**config.mk**
```make
export PLATFORM = sky130hd
export DESIGN_NAME = rotary_dial_pulse_decoder
export DESIGN_NICKNAME = d
export VERILOG_FILES = /design/src/hdl/rdp_pkg.sv /design/src/hdl/rdp_debounce.sv /design/src/hdl/rotary_dial_pulse_decoder.sv
export SDC_FILE = /design/constraint.sdc
export NUM_CORES = 1
export LEC_CHECK = 0
export ABC_CLOCK_PERIOD_IN_PS = 2800
export BUFFER_PORTS_ARGS = -buffer_cell sky130_fd_sc_hd__buf_4
export CORE_MARGIN = 5
export CORE_UTILIZATION = 52
export CTS_CLUSTER_DIAMETER = 30
export CTS_CLUSTER_SIZE = 40
export DETAILED_ROUTE_END_ITERATION = 7
export PLACE_DENSITY_LB_ADDON = 0.1
export RECOVER_POWER = 50
export SYNTH_ARGS = -nofsm -noshare
export SYNTH_HDL_FRONTEND = slang
export SYNTH_SLANG_ARGS = --single-unit
```
**constraint.sdc**
```tcl
create_clock -name clk -period 2.8 [get_ports clk]
set_clock_uncertainty 0.2 [all_clocks]
set_input_delay 0.56 -clock clk [delete_from_list [all_inputs] [get_ports clk]]
set_output_delay 0.56 -clock clk [all_outputs]
set_load 0.005 [all_outputs]
```
**src/hdl/rdp_pkg.sv**
```systemverilog
// ----------------------------------------------------------------------------
// rdp_pkg
// Shared constants and types for the rotary dial pulse decoder.
// ----------------------------------------------------------------------------
`timescale 1ns / 1ps
`default_nettype none

package rdp_pkg;

    localparam int unsigned TIMER_W = 6;
    localparam int unsigned COUNT_W = 4;
    localparam int unsigned LEN_W   = 6;

    localparam logic [LEN_W-1:0]   MAX_DIGITS     = 6'd32;
    localparam logic [TIMER_W-1:0] DEBOUNCE_RESET = 6'd10;
    localparam logic [TIMER_W-1:0] TIMER_MAX      = 6'd63;
    localparam logic [COUNT_W-1:0] PULSE_MAX      = 4'd15;
    localparam logic [COUNT_W-1:0] PULSES_ZERO    = 4'd10;

    typedef struct packed {
        logic level;
        logic changed;
    } deb_status_t;

endpackage

`default_nettype wire

```
**src/hdl/rdp_debounce.sv**
```systemverilog
// ----------------------------------------------------------------------------
// rdp_debounce
// Per-contact debouncer: restart timer on raw change, accept level once the
// timer reaches the debounce count.
// ----------------------------------------------------------------------------
`timescale 1ns / 1ps
`default_nettype none

module rdp_debounce (
    input  wire logic                        clk,
    input  wire logic                        rst_n,
    input  wire logic                        step,
    input  wire logic                        raw,
    input  wire logic [rdp_pkg::TIMER_W-1:0] debounce_ms,
    output rdp_pkg::deb_status_t             status
);
    import rdp_pkg::*;

    logic               prev_reg;
    logic               stable_reg;
    logic [TIMER_W-1:0] timer_reg;
    logic [TIMER_W-1:0] timer_next;
    logic               changed;

    always_comb
    begin
        if (raw != prev_reg)
        begin
            timer_next = '0;
        end
        else if (timer_reg < TIMER_MAX)
        begin
            timer_next = timer_reg + 1'b1;
        end
        else
        begin
            timer_next = timer_reg;
        end
        changed        = (timer_next >= debounce_ms) && (raw != stable_reg);
        status.changed = changed;
        status.level   = changed ? raw : stable_reg;
    end

    always_ff @(posedge clk or negedge rst_n)
    begin
        if (!rst_n)
        begin
            prev_reg   <= 1'b1;
            stable_reg <= 1'b1;
            timer_reg  <= '0;
        end
        else if (step)
        begin
            prev_reg   <= raw;
            stable_reg <= status.level;
            timer_reg  <= timer_next;
        end
    end

endmodule

`default_nettype wire

```
**src/hdl/rotary_dial_pulse_decoder.sv**
```systemverilog
// ----------------------------------------------------------------------------
// rotary_dial_pulse_decoder
// Debounces the off-normal and pulse contacts and reports dialed digits.
// ----------------------------------------------------------------------------
// Usage:
//   Slave side s_*: one beat per millisecond tick carrying the raw contact
//   levels and the clear request. Master side m_*: exactly one result beat
//   per input beat, in order.
//   The result is in m_tdata the cycle after acceptance. Throughput: one
//   beat per cycle unless stalled. All state is updated by short logic in
//   the cycle of acceptance; the result register is the only stage.
//   s_tready is high whenever the result register is empty or being taken,
//   so a stalled receiver holds the result and stops intake after one beat.
//   Reset: contacts idle high, timers and pulse count zero, number empty,
//   debounce count 10, no result pending.
//   cfg_we/cfg_data write the debounce count in ticks; write while idle.
// ----------------------------------------------------------------------------
`timescale 1ns / 1ps
`default_nettype none

module rotary_dial_pulse_decoder (
    input  wire logic        clk,
    input  wire logic        rst_n,
    input  wire logic        cfg_we,
    input  wire logic [5:0]  cfg_data,
    input  wire logic        s_tvalid,
    output logic             s_tready,
    // [0] in_dial_level, [1] pulse_level, [2] clear_number, [7:3] zero
    input  wire logic [7:0]  s_tdata,
    output logic             m_tvalid,
    input  wire logic        m_tready,
    // [0] digit_valid, [4:1] digit, [10:5] digit_position, [11] appended,
    // [12] dialing, [15:13] zero
    output logic [15:0]      m_tdata
);
    import rdp_pkg::*;

    logic [TIMER_W-1:0] debounce_reg;
    logic [COUNT_W-1:0] count_reg;
    logic [COUNT_W-1:0] count_next;
    logic [LEN_W-1:0]   length_reg;
    logic [LEN_W-1:0]   length_next;
    logic               out_valid_reg;
    logic [15:0]        out_data_reg;
    logic [15:0]        out_data_next;

    logic               accept;
    deb_status_t        dial_st;
    deb_status_t        pulse_st;

    logic               digit_valid;
    logic [COUNT_W-1:0] digit;
    logic [LEN_W-1:0]   digit_position;
    logic               appended;
    logic [LEN_W-1:0]   base_len;
    logic [COUNT_W-1:0] count_mid;

    assign s_tready = !out_valid_reg || m_tready;
    assign accept   = s_tvalid && s_tready;
    assign m_tvalid = out_valid_reg;
    assign m_tdata  = out_data_reg;

    rdp_debounce u_dial_deb (
        .clk         (clk),
        .rst_n       (rst_n),
        .step        (accept),
        .raw         (s_tdata[0]),
        .debounce_ms (debounce_reg),
        .status      (dial_st)
    );

    rdp_debounce u_pulse_deb (
        .clk         (clk),
        .rst_n       (rst_n),
        .step        (accept),
        .raw         (s_tdata[1]),
        .debounce_ms (debounce_reg),
        .status      (pulse_st)
    );

    always_comb
    begin
        base_len       = s_tdata[2] ? '0 : length_reg;
        length_next    = base_len;
        count_mid      = count_reg;
        digit_valid    = 1'b0;
        digit          = '0;
        digit_position = '0;
        appended       = 1'b0;

        if (dial_st.changed)
        begin
            if (!dial_st.level)
            begin
                count_mid = '0;
            end
            else if (count_reg != '0)
            begin
                if (count_reg == PULSES_ZERO)
                begin
                    count_mid = '0;
                end
                digit_valid    = 1'b1;
                digit          = count_mid;
                digit_position = base_len;
                if (base_len < MAX_DIGITS)
                begin
                    appended    = 1'b1;
                    length_next = base_len + 1'b1;
                end
            end
        end

        count_next = count_mid;
        if (pulse_st.changed && !pulse_st.level && (count_mid < PULSE_MAX))
        begin
            count_next = count_mid + 1'b1;
        end

        out_data_next = {3'b000, !dial_st.level, appended, digit_position,
                         digit, digit_valid};
    end

    always_ff @(posedge clk or negedge rst_n)
    begin
        if (!rst_n)
        begin
            debounce_reg  <= DEBOUNCE_RESET;
            count_reg     <= '0;
            length_reg    <= '0;
            out_valid_reg <= 1'b0;
        end
        else
        begin
            if (cfg_we)
            begin
                debounce_reg <= cfg_data;
            end
            if (accept)
            begin
                count_reg     <= count_next;
                length_reg    <= length_next;
                out_valid_reg <= 1'b1;
            end
            else if (m_tready)
            begin
                out_valid_reg <= 1'b0;
            end
        end
    end

    always_ff @(posedge clk)
    begin
        if (accept)
        begin
            out_data_reg <= out_data_next;
        end
    end

`ifndef SYNTHESIS
    a_length_bound: assert property (@(posedge clk) disable iff (!rst_n)
        length_reg <= MAX_DIGITS)
        else $error("number length beyond capacity");

    a_append_needs_digit: assert property (@(posedge clk) disable iff (!rst_n)
        m_tvalid && m_tdata[11] |-> m_tdata[0])
        else $error("append without digit");

    a_idle_result_zero: assert property (@(posedge clk) disable iff (!rst_n)
        m_tvalid && !m_tdata[0] |-> (m_tdata[10:1] == '0))
        else $error("digit fields set without digit");

    a_length_step: assert property (@(posedge clk) disable iff (!rst_n)
        accept && !s_tdata[2] |=> (length_reg == $past(length_reg))
            || (length_reg == $past(length_reg) + 1'b1))
        else $error("number length jumped");
`endif

endmodule

`default_nettype wire
```
==> summary.txt <==
Status
  – Status: finished with violations
  – Failing checks: capacitance limit, slew limit, setup timing

Setup path
  – Crit end category: register
  – Startpoint Class: register
  – Crit-path cells: ha_2 -> and3_4 -> nor2_2 -> a211oi_2 -> ha_1 -> buf_6 -> nand4b_1 -> o22a_1 -> o31ai_4 -> nand2b_1 -> buf_6 -> inv_4 -> and2_4
  – Cell with the most instances on the worst path: buf_6
  – Setup CP Type: reg -> reg
  – Worst path max stage delay: 380 ps
  – Critical path arrival: 2730 ps
  – CP Max Fanout: 4
  – CP max-delay cell: dfrtp_1
  – CP required: 2660 ps

Route
  – DR pass1 iterations: 4
  – Via count: 2242
  – Antenna Violating Nets Remaining: 0
  – DR WL/cell: 14.12 µm
  – Detailed Route Iter0 Violations: 87
  – DRC errors left: 0
  – Vias per inst: 5.495
  – Post-Route WL: 5760 µm

Final layout
  – Final nets: 374
  – Multi-input gate area: 1500 µm²
  – Max FFs per register: 13
  – Reg area: 1224 µm²
  – Area delta synth->final: 35.07%
  – Share of cells above drive strength 1: 39.30%
  – Final Core Density: 73.53%
  – Filler Cell Count: 378
  – ANT cells: 0

STA
  – Max transition margin: -22.12%
  – Slew Limit Fails: 34
  – Final Worst Setup Slack: -70.33 ps
  – Final setup violation count: 6
  – Worst Tran Pin Value: 1832 ps
  – RSZ-0062 raised after global routing: true
  – WHS: 253.9 ps
  – Final hold violations: 0
  – Final period util: 102.5%
  – F_max: 348.4 MHz
  – Minimum clock period: 2870 ps

Floorplan
  – Die Width: 81.02 µm
  – Starting Density: 54.44%
  – Core area: 4817 µm²
  – Die ar.: 6563 µm²
  – Rows: 25
  – I/O pins: 37
  – Die H: 81.02 µm

CTS
  – Clock sink count: 46
  – CTS HTree Levels: 2
  – Worst-Skew Late Latency: 300 ps
  – CTS Buf Count: 5
  – CTS clk-pin slew, worst paths: 80 ps
  – CTS tree: done
  – Clock buffer depth: 2
  – Root Buffer: clkbuf_8
  – Post-CTS Hold Buffers: 0

Power
  – Pint: 1.342 mW
  – Net load switching power: 0.5715 mW
  – Logic pwr share: 30.0%
  – Sw frac: 29.86%
  – Reg power frac: 44.5%
  – P per Cell Area: 540.3 nW/µm²
  – Clock Power Share: 25.4%
  – Max VDD drop: 0.0002941 V
  – P_leak: 1.581 nW

Synthesis
  – Yosys cell types: 55
  – Synth area leader: dfrtp_1
  – Ys async rst share: 71.74%
  – Post-Synthesis Cells: 268
  – Post-synthesis sequential area ratio: 46.66%
  – EDFF count, synth: 13
  – Yosys reg bits: 46
  – Synth top area cells: dfrtp_1 26%, edfxtp_1 15%, ha_1 7.2%
  – Post-Syn Area per Cell: 9.786 µm²
  – Synth warnings: 0
  – Synth cell count leaders: 32 x nand2_1, 27 x dfrtp_1, 22 x a21oi_1
  – Most used DFF post-synth: dfrtp_1
  – Post-synth top area share: 25.76%
  – Mapped cell area: 2623 µm²
  – Most frequent cell after synthesis: nand2_1

Job
  – Max Cap Viol: 1

GRT
  – First-pass GRT wire length: 9680 µm
  – Initial antenna violation count: 0
  – Tot GR Track Use: 18.85%
  – Number of global-route vias before repair: 2143
  – Gr ovfl total: 0
  – Largest net degree at the start of global routing: 34

Placement
  – Port buffer count: 28
  – Routability cong.: 0.8328
  – DP Wirelength: 3961 µm

Hold path
  – Min-Delay Path Class: in -> reg
-- layout by cell type, fill, tap and decap left out, types with 3 or more instances in the layout --
master,n
and3_4,3
nand2b_1,6
xnor2_1,4
nand4_1,5
o21ai_0,10
a21oi_1,19
clkbuf_8,5
edfxtp_1,13
mux2_2,3
nor2b_1,3
a21oi_2,3
dfrtp_1,27
nor2_1,11
nor3_2,3
xor2_1,3
nand2_1,32
o21ai_1,4
a31o_2,5
nand3_1,6
clkbuf_1,3
conb_1,3
a32o_1,3
buf_6,4
dfstp_2,6
and2_1,6
inv_1,11
ha_1,11
ha_2,4
buf_4,67
-- worst max-delay path: cells and delay by family (launching register included) --
family / cells / cell delay, ps
and+or+nand+nor: 5 / 670
DFF: 1 / 380
buffers and inverters: 3 / 330
adders and majority gates: 2 / 520
AOI/OAI and AO/OA: 3 / 540
-- stage by stage --
stage	cells	TNS, ps	cell area, µm²	total power, mW	worst slack [ps]
6_report	408	-201.2	3542	1.914	-70.33
4_1_cts	405	-91.53	3445	1.910	-48.55
3_3_place_gp	389	-632.7	3201	1.369	-117.4
5_1_grt	408	-2696	3542	2.041	-206.5
3_5_place_dp	389	-1959	3201	1.386	-206.3
2_1_floorplan	270	0	2695	1.194	13.52
-- power by group through the flow --
| stage | clock network [mW] | logic (mW) | registers [mW] |
|---|---|---|---|
| 3_5_place_dp | 0 | 0.523 | 0.862 |
| 3_3_place_gp | 0 | 0.510 | 0.859 |
| 6_report | 0.486 | 0.575 | 0.852 |
| 2_1_floorplan | 0 | 0.339 | 0.855 |
| 5_1_grt | 0.532 | 0.642 | 0.867 |
| 4_1_cts | 0.504 | 0.557 | 0.850 |
-- layout make-up --
class                           instances  area share, %
Clock buffer                            6          2.049
Clock inverter                          2          1.060
Inverter                               13          1.519
Multi-Input combinational cell        199          42.35
Sequential cell                        46          34.55
Tap cell                               67          2.367
Timing Repair Buffer                   75          16.11
-- metal layers --
layer | up-vias | global-route usage [%] | routed length [µm]
li1 | 1111 | - | -
met3 | 10 | 3.659 | 160
met1 | 1093 | 23.74 | 2562
met5 | - | 0 | 0
met4 | 0 | 6.588 | 102
met2 | 28 | 32.27 | 2935
-- cells by family after synthesis --
logic type               Yosys count  synth area share, %
XOR/XNOR                           8                2.671
buffers and inverters             25                4.103
multiplexers                       6                2.481
flip-flops                        46                46.66
AO/OA/AOI/OAI                     64                16.32
adder cells (fa/ha/maj)           15                7.156
other                              1               0.1430
AND/OR/NAND/NOR                  103                20.47
-- timing repair --
action,4_1_cts,5_1_grt
resized for setup,17,26
buffers inserted,8,5
pin swaps,9,11
endpoints found under the setup margin,22,24
-- worst paths after layout --
| check | startpoint | endpoint | slack [ps] | depth (start not counted) |
|---|---|---|---|---|
| setup / recovery | u_dial_deb.timer_reg[1] | m_tdata[6] | -70 | 13 |
| hold / removal | s_tvalid | m_tvalid | 250 | 2 |
| setup reg to reg | u_dial_deb.timer_reg[1] | m_tdata[6] | -70 | 13 |
| hold reg to reg | u_pulse_deb.prev_reg | u_pulse_deb.prev_reg | 270 | 2 |
| max in group asynchronous | rst_n | count_reg[1] | 790 | 1 |
| min in group asynchronous | rst_n | u_pulse_deb.timer_reg[2] | 550 | 1 |
Note: power is estimated with default switching activity, not from simulation.
